--- src/qcsc_pkg.sv ---
// qcsc_pkg: types and constants for the clip-space cull core.
// No dependencies; imported by every module of the block.
`default_nettype none
package qcsc_pkg;
  localparam int unsigned WordW = 32;
  localparam int unsigned ProdW = 64;
  // Doubled corner component: sum of three 64-bit terms, plus a w-sum margin.
  localparam int unsigned CompW = 67;

  typedef enum logic {
    REG_WIDTH  = 1'b0,
    REG_HEIGHT = 1'b1
  } cfg_reg_e;

  typedef struct packed {
    logic signed [WordW-1:0] col0_x, col0_y, col0_z, col0_w;
    logic signed [WordW-1:0] col1_x, col1_y, col1_z, col1_w;
    logic signed [WordW-1:0] col3_x, col3_y, col3_z, col3_w;
  } qcsc_item_t;

  // Front-end result handed through the queue.
  typedef struct packed {
    logic                    trans_in;
    logic signed [ProdW-1:0] px_x, px_y, px_z, px_w;
    logic signed [ProdW-1:0] py_x, py_y, py_z, py_w;
    logic signed [ProdW-1:0] pt_x, pt_y, pt_z, pt_w;
  } qcsc_job_t;
endpackage
`default_nettype wire

--- src/qcsc_queue.sv ---
// qcsc_queue: two-entry queue between front and back ends.
// Depends on qcsc_pkg.
`default_nettype none
module qcsc_queue import qcsc_pkg::*; (
  input  wire logic      clk_i,
  input  wire logic      rst_ni,
  input  wire logic      wr_valid_i,
  output logic           wr_ready_o,
  input  wire qcsc_job_t wr_data_i,
  output logic           rd_valid_o,
  input  wire logic      rd_ready_i,
  output qcsc_job_t      rd_data_o
);
  qcsc_job_t mem_q [2];
  logic      wp_q, rp_q;
  logic [1:0] cnt_q;
  logic      wr, rd;

  assign wr_ready_o = cnt_q != 2'd2;
  assign rd_valid_o = cnt_q != 2'd0;
  assign rd_data_o  = mem_q[rp_q];
  assign wr = wr_valid_i && wr_ready_o;
  assign rd = rd_valid_o && rd_ready_i;

  always_ff @(posedge clk_i or negedge rst_ni) begin
    if (!rst_ni) begin
      wp_q  <= 1'b0;
      rp_q  <= 1'b0;
      cnt_q <= 2'd0;
    end else begin
      if (wr) wp_q <= !wp_q;
      if (rd) rp_q <= !rp_q;
      cnt_q <= cnt_q + {1'b0, wr} - {1'b0, rd};
    end
  end

  always_ff @(posedge clk_i) begin
    if (wr) mem_q[wp_q] <= wr_data_i;
  end
endmodule
`default_nettype wire

--- config.mk ---
export PLATFORM = sky130hd
export DESIGN_NAME = qcsc_queue
export DESIGN_NICKNAME = d
export VERILOG_FILES = /design/src/qcsc_pkg.sv /design/src/qcsc_queue.sv
export SDC_FILE = /design/constraint.sdc
export NUM_CORES = 1
export LEC_CHECK = 0
export BUFFER_PORTS_ARGS = -buffer_cell sky130_fd_sc_hd__buf_2
export CAP_MARGIN = 20
export CORE_AREA = 5 5 602 604
export CTS_BUF_LIST = sky130_fd_sc_hd__clkbuf_2 sky130_fd_sc_hd__clkbuf_4 sky130_fd_sc_hd__clkbuf_8
export CTS_CLUSTER_DIAMETER = 200
export DETAILED_ROUTE_END_ITERATION = 16
export DIE_AREA = 0 0 607 609
export PLACE_DENSITY = 0.43
export SLEW_MARGIN = 20
export SYNTH_ARGS = -nofsm -noshare
export SYNTH_HDL_FRONTEND = slang
export SYNTH_SLANG_ARGS = --single-unit
--- constraint.sdc ---
create_clock -name clk_i -period 36.4 [get_ports clk_i]
set_input_delay 7.28 -clock clk_i [delete_from_list [all_inputs] [get_ports clk_i]]
set_output_delay 7.28 -clock clk_i [all_outputs]
set_load 0.01 [all_outputs]
== After elaboration in Yosys (flattened, before gate mapping) ==
Memories as Yosys holds them, arrays and structs flattened.
Cells that the tools add are included.

* Memories kept: 1
* Output and inout port bits: 771
* RAM bits: 1,538
* Register bits: 4
* Logic and storage cells: 14

{| class="wikitable"
|+ Memory list
! name !! depth !! width !! read ports !! clocked after memory_dff !! write ports !! line !! RTL
|-
| mem_q || 2 || 769 || 1 || 0 || 1 || qcsc_queue.sv:14 || <nowiki>qcsc_job_t mem_q [2];</nowiki>
|}

* Add/subtract/negate cells: 2
* Equality and inequality tests: 1
* Mux-type cells: 2
* Reduce and logical (&&, ||, !) cells: 5

{| class="wikitable"
|+ Operators with widths
! kind !! number
|-
| adder 2 x 1 -> 2 bit || 1
|-
| logical AND 1 bit || 2
|-
| logical NOT 1 bit || 2
|-
| two-way mux 1 bit || 2
|-
| inequality test 2 bit, second input constant || 1
|-
| nonzero test 2 bit || 1
|-
| subtractor 2 x 1 -> 2 bit || 1
|}

== Longest topological paths before layout ==
Gate-level depths: netlist (run 1).

* Word-level depth: 4
* Mapped depth: 5
* Gate-level depth less buffers: 5

== Worst setup path before layout (run 1) ==
No wires, ideal clock.

* Kind: input -> register
* From: input port wr_valid_i
* To: memory mem_q[0][0] (netlist bit) (enable)
* Setup time: 1,921 ps
* Stages: 2
* Required time: 34,479 ps
* Path slack: -4,666 ps
* Data arrival time: 39,144 ps
* Cell sequence: nand2_1 nor2_1

* Longest elaborated chain between the ends: 3

{| class="wikitable"
|+ RTL lines
! element !! line !! RTL
|-
| start, declared || qcsc_queue.sv:7 || <nowiki>input wire logic wr_valid_i,</nowiki>
|-
| logical AND 1 bit || qcsc_queue.sv:22 || <nowiki>assign wr = wr_valid_i && wr_ready_o;</nowiki>
|-
| two-way mux 1 bit || qcsc_queue.sv:38 || <nowiki>if (wr) mem_q[wp_q] <= wr_data_i;</nowiki>
|-
| two-way mux 1 bit (not written as such) || qcsc_queue.sv:38 ||
|-
| end, declared || qcsc_queue.sv:14 ||
|}

Every way passes these cells.

==> results.md, run 1 <==
- **period utilisation layout** 38.0%
- **cell count after synthesis** 2415
- **internal power summed over all cells** 4200 uW
- **cell depth of the worst flop-to-flop path** 6
- **Max FO, Critical Path** 105
- **Data arrival, critical path** 6560 ps
- **# rows** 220
- **largest vdd supply drop** 0.0626 mV
- **timing-limited maximum frequency** 72.3 MHz
- **vias per inst** 3.44
- **port buffer count** 1543
- **total area of sequential cells** 46300 um^2
- **Worst Hold Endpoint** wp_q
- **DP Wirelength** 208 mm
- **cell type contributing the most total cell area after synthesis** sky130_fd_sc_hd__edfxtp_1
- **Critical Path Source Type** flop
- **final routed DRC violation total** 0
- **Yosys top cell area share** 81.1%
- **cts bufs inserted** 300
- **cell area after synthesis** 56900 um^2
- **H-tree levels** 5
- **Yosys reg bits** 1542
- **outcome** finished, final reports clean
- **Die Outline Area** 370000 um^2
- **Mapped Nets** 3189
- **area taken by multi-input logic gates** 9920 um^2
- **Max-slew headroom** 29.1%
- **Die W** 607 um
- **library cell used as clock root buffer** sky130_fd_sc_hd__clkbuf_8
- **category of the most critical setup path** flop to output port
- **number of gates resized after CTS** 0
- **worst slew pin tran** 1060 ps
- **initial antenna violation count** 264
- **launch instance of the worst register-to-register path** cnt_q[0]
- **Worst Hold Slack** 558 ps
- **post-CTS setup-driven buffer insertion count** 0
- **clock transition at the registers of the reported paths** 50 ps
- **Net Sw Power** 2140 uW
- **wire length per cell** 28.1 um
- **die boundary height** 609 um
- **wire length after detailed routing** 261 mm
- **Fin. Hold Viols** 0
- **global-route wire length before repair** 329 mm
- **commonest non-fill, non-tap cells in the layout** sky130_fd_sc_hd__buf_2 (1543), sky130_fd_sc_hd__edfxtp_1 (1538), sky130_fd_sc_hd__mux2_2 (469)
- **overall fraction of global-route tracks in use** 13.4%
- **slack of the worst reg-to-reg path** 31900 ps
- **Power Density** 83.1 nW/um^2
- **post-route worst setup slack** 22560 ps
- **class of the tightest hold or removal check** flop to flop
- **number of clock sinks** 1542
- **number of nets with antenna violations after detailed routing** 0
- **pins over their slew limit** 0
- **Clock power frac** 27.4%
- **unrepaired setup endpoints after global routing** false
- **number of placed I/O pins** 1544
- **starting utilization of the core area** 15.9%
- **vias post-DR** 31950
- **worst r2r dst** mem_q[1][33]
- **Yosys warnings** 0
- **CP Data Required Time** 29120 ps
- **startpoint of the most critical hold path** wp_q
- **final-report setup violation count** 0
- **most area-consuming cells after synthesis** sky130_fd_sc_hd__edfxtp_1 (81%), sky130_fd_sc_hd__mux2_2 (9.3%), sky130_fd_sc_hd__mux2_4 (7.9%)
- **total congestion overflow** 0
- **number of buffers on the longest clock path** 4
- **drt initial violations** 1832
- **endpoint kind of the worst setup timing path** output port
- **via count of the first global-routing pass** 33438
- **CTS tree** yes
- **cts hold-fix bufs** 0
- **sequential fraction of design power** 40.0%
- **Worst-Skew Late Latency** 1010 ps
- **Fillers** 37836
- **gp weighted congestion** 0.865
- **largest net degree at the start of global routing** 142
- **clock skew** 41.4 ps
- **worst slack, placed** 23550 ps
- **Yosys cell types** 20
- **power share of the combinational group** 32.6%
- **synthesized area divided by synthesized cell count** 23.6 um^2
- **portion of the post-synthesis area used by sequential elements** 81.3%
- **final total power** 6340 uW
- **hold-critical path depth** 1
- **NumNets Final** 4983
- **Core Footprint** 357000 um^2
- **fin crit period** 13840 ps
- **DRT Pass-1 Iters** 5
- **layout cell share with drive strength beyond 1** 63.3%
- **post-route setup TNS** 0 ps
- **leakage power summed over all cells** 0.0280 uW
- **Sw Ratio** 33.8%
- **Max Cap Viol** 0
- **most frequent standard cell in the layout excluding fill and tap cells** sky130_fd_sc_hd__buf_2
- **P&R area growth vs syn** 34.0%
cell type report:
| type | count | share of cell area (%) |
|---|---|---|
| flip-flops and latches | 1542 | 60.7 |
| multi-input cells | 787 | 13.0 |
| repair buffers | 1578 | 10.6 |
| well taps | 4773 | 7.83 |
| clock buffers | 384 | 6.30 |
| clock inverters | 127 | 1.32 |
| diodes | 98 | 0.321 |
how the worst max path moves through the flow:
stage / start / to / slack [ps] / depth (start not counted)
detailed placement: rp_q / rd_data_o[667] / 23550 / 7
global placement: rp_q / rd_data_o[675] / 23660 / 7
CTS: rp_q / rd_data_o[667] / 22360 / 7
finish: rp_q / rd_data_o[667] / 22560 / 7
global route: rp_q / rd_data_o[667] / 22200 / 7
floorplan: wr_valid_i / mem_q[0][0] / 8410 / 2
sequential cells by signal, indices dropped and copies added (netlist names):
signal	cells
mem_q	1538
cnt_q	2
rp_q	1
wp_q	1
critical path, cell delays in order, from the launching register on:
cell                      delay, ps
sky130_fd_sc_hd__dfrtp_4       1010
sky130_fd_sc_hd__buf_12         580
sky130_fd_sc_hd__buf_4          680
sky130_fd_sc_hd__buf_4          670
sky130_fd_sc_hd__buf_4          820
sky130_fd_sc_hd__buf_4          860
sky130_fd_sc_hd__mux2_4         360
sky130_fd_sc_hd__buf_2          140
power by group through the flow:
stage	registers (uW)	clock network, uW	logic, uW
floorplan	2900	0	1180
global placement	2570	0	2160
detailed placement	2580	0	2160
CTS	2540	1820	2170
global route	2560	1900	2200
finish	2540	1740	2070
routing by layer:
metal / vias up / routed length, um / global-route usage (%)
met2: 1623 / 130000 / 23.7
met1: 16091 / 89000 / 13.8
li1: 13467 / - / -
met5: - / 695 / 0
met3: 665 / 28700 / 6.14
met4: 104 / 11900 / 4.91
cells by family after synthesis:
logic type | share of synthesized area [%]
buf+inv | 1.31
flops | 81.3
xor+xnor | 0.0462
fa+ha+maj | 0.0220
simple gates | 0.108
compound gates | 0.0417
mux | 17.2
through the flow:
stage / instance area, um^2 / std cells / util (%)
2_1_floorplan: 56900 / 2415 / -
6_report: 76300 / 9289 / 21.4
3_3_place_gp: 70200 / 8680 / 19.7
4_1_cts: 76100 / 9191 / 21.3
5_1_grt: 76200 / 9249 / 21.3
3_5_place_dp: 70200 / 8680 / 19.7
cells in the mapped netlist (all sizes together):
master / number
edfxtp: 1538
mux2: 769
buf: 86
dfrtp: 4
nor2: 3
xnor2: 3
nand2: 2
a311oi: 1
and3: 1
and4bb: 1
ha: 1
nand2b: 1
nand3: 1
nor2b: 1
o21ai: 1
o21ba: 1
or2: 1
Power figures use the tool's default switching activity.
==> inputs of run 2 (changes only) <==
--- a/config.mk
+++ b/config.mk
@@ -12,7 +12,7 @@
 export CTS_CLUSTER_DIAMETER = 200
 export DETAILED_ROUTE_END_ITERATION = 16
 export DIE_AREA = 0 0 607 609
-export PLACE_DENSITY = 0.43
+export PLACE_DENSITY = 0.42
 export SLEW_MARGIN = 20
 export SYNTH_ARGS = -nofsm -noshare
 export SYNTH_HDL_FRONTEND = slang
==> constraint.sdc (replaced) <==
create_clock -name clk_i -period 12.77 [get_ports clk_i]
set_input_delay 2.554 -clock clk_i [delete_from_list [all_inputs] [get_ports clk_i]]
set_output_delay 2.554 -clock clk_i [all_outputs]
set_load 0.01 [all_outputs]
==> results.md, run 2 (synthesis results as in run 1) <==
- **category of the most critical setup path** flop to output port, unchanged
- **unrepaired setup endpoints after global routing** false, unchanged
- **overall fraction of global-route tracks in use** 13.2%, was 13.4%
- **DRT Pass-1 Iters** 5, unchanged
- **worst slew pin tran** 1260 ps, was 1060 ps
- **Max FO, Critical Path** 104, was 105
- **register bank with the most flops** mem_q, unchanged
- **drt initial violations** 1752, was 1832
- **pins over their slew limit** 0, unchanged
- **vias per inst** 3.43, was 3.44
- **number of nets with antenna violations after detailed routing** 0, unchanged
- **clock skew** 50.0 ps, was 41.4 ps
- **period utilisation layout** 54.8%
- **number of clock sinks** 1542, unchanged
- **H-tree levels** 5, unchanged
- **P&R area growth vs syn** 34.5%, was 34.0%
- **Max Cap Viol** 0, unchanged
- **class of the tightest hold or removal check** flop to flop, unchanged
- **timing-limited maximum frequency** 143 MHz
- **Core Footprint** 357000 um^2, unchanged
- **number of placed I/O pins** 1544, unchanged
- **cts hold-fix bufs** 0, unchanged
- **fin crit period** 7000 ps
- **global-route wire length before repair** 323 mm, was 329 mm
- **largest vdd supply drop** 0.144 mV, was 0.0626 mV
- **via count of the first global-routing pass** 32597, was 33438
- **commonest non-fill, non-tap cells in the layout** sky130_fd_sc_hd__buf_2 (1543), sky130_fd_sc_hd__edfxtp_1 (1538), sky130_fd_sc_hd__mux2_2 (469), unchanged
- **largest net degree at the start of global routing** 136, was 142
- **final routed DRC violation total** 0, unchanged
- **CTS tree** yes, unchanged
- **final total power** 18100 uW, was 6340 uW
- **cts bufs inserted** 301, was 300
- **number of gates resized after CTS** 0, unchanged
- **CP Data Required Time** 10220 ps, was 29120 ps
- **leakage power summed over all cells** 0.0281 uW, was 0.0280 uW
- **total congestion overflow** 0, unchanged
- **worst slack, placed** 6740 ps, was 23550 ps
- **Max-slew headroom** 15.7%, was 29.1%
- **initial antenna violation count** 286, was 264
- **DP Wirelength** 202 mm, was 208 mm
- **endpoint kind of the worst setup timing path** output port, unchanged
- **Die Outline Area** 370000 um^2, unchanged
- **Fin. Hold Viols** 0, unchanged
- **number of buffers on the longest clock path** 4, unchanged
- **max reg flops** 1538, unchanged
- **layout cell share with drive strength beyond 1** 63.5%, was 63.3%
- **vias post-DR** 31823, was 31950
- **most frequent standard cell in the layout excluding fill and tap cells** sky130_fd_sc_hd__buf_2, unchanged
- **Power Density** 237 nW/um^2, was 83.1 nW/um^2
- **Worst-Skew Late Latency** 1000 ps, was 1010 ps
- **# rows** 220, unchanged
- **Data arrival, critical path** 4450 ps, was 6560 ps
- **outcome** finished, final reports clean, unchanged
- **Die W** 607 um, unchanged
- **wire length after detailed routing** 257 mm, was 261 mm
- **Critical Path Source Type** flop, unchanged
- **NumNets Final** 4977, was 4983
- **clock transition at the registers of the reported paths** 60 ps, was 50 ps
- **final-report setup violation count** 0, unchanged
- **post-route worst setup slack** 5770 ps, was 22560 ps
- **starting utilization of the core area** 15.9%, unchanged
- **die boundary height** 609 um, unchanged
- **post-CTS setup-driven buffer insertion count** 0, unchanged
- **library cell used as clock root buffer** sky130_fd_sc_hd__clkbuf_8, unchanged
- **leading registers by flop count** mem_q (1538), cnt_q (2), unchanged
- **gp weighted congestion** 0.835, was 0.865
- **port buffer count** 1543, unchanged
- **wire length per cell** 27.7 um, was 28.1 um
[run 2: changes by cell type in the layout (fill, tap and decap cells not counted), moves of 7 or more]
cell / before / now
sky130_fd_sc_hd__clkinv_2: 24 / 33
sky130_fd_sc_hd__buf_4: 29 / 13
sky130_fd_sc_hd__clkbuf_4: 77 / 87
sky130_fd_sc_hd__clkinvlp_4: 4 / 11
sky130_fd_sc_hd__diode_2: 98 / 71
sky130_fd_sc_hd__buf_12: 6 / 15
[run 2: through the flow]
stage	instances	utilization [%]	area, um^2	TNS (ps)	hold slack (ps)
final	9281	21.4	76600	0	565
after CTS	9210	21.4	76400	0	567
after floorplan	2415	-	57000	-1229450	513
after global routing	9236	21.4	76500	0	606
after detailed placement	8673	19.7	70300	0	556
after global placement	8673	19.7	70300	0	545
[run 2: final cells by class]
type,instances,area (um^2)
Sequential cell,1542,46300
Antenna cell,71,178
Clock inverter,146,1240
Timing Repair Buffer,1571,8120
Fill cell,37882,280000
Clock buffer,391,4840
Multi-Input combinational cell,787,9930
Tap cell,4773,5970
[run 2: path summary, 6_finish.rpt]
path	from	end	slack [ps]	cells past startpoint
worst min register to register	wp_q	wp_q	560	1
worst min-delay path	wp_q	wp_q	560	1
worst max-delay path	rp_q	rd_data_o[321]	5770	4
worst max register to register	cnt_q[0]	mem_q[1][81]	9000	5
max in group asynchronous	rst_ni	rp_q	11220	1
min in group asynchronous	rst_ni	rp_q	1400	1
[run 2: power by group]
part / internal [uW] / total [uW] / switching, uW
sequential: 6930 / 7210 / 280
clock: 2820 / 5100 / 2280
combinational: 2340 / 5810 / 3470
[run 2: critical path, cell delays in order (launching register included)]
cell and delay, ps:
sky130_fd_sc_hd__dfrtp_4 1030, sky130_fd_sc_hd__buf_12 500, sky130_fd_sc_hd__buf_4 850, sky130_fd_sc_hd__mux2_2 440, sky130_fd_sc_hd__buf_2 150
[run 2: layer usage]
metal	vias to the layer above	part of all wire, %	global-route usage, %	wire (um)
li1	13483	-	-	-
met1	15832	34	12.9	86200
met2	1653	50	23.6	130000
met3	705	12	7.33	30300
met4	150	3.8	3.94	9660
met5	-	0.38	0	988
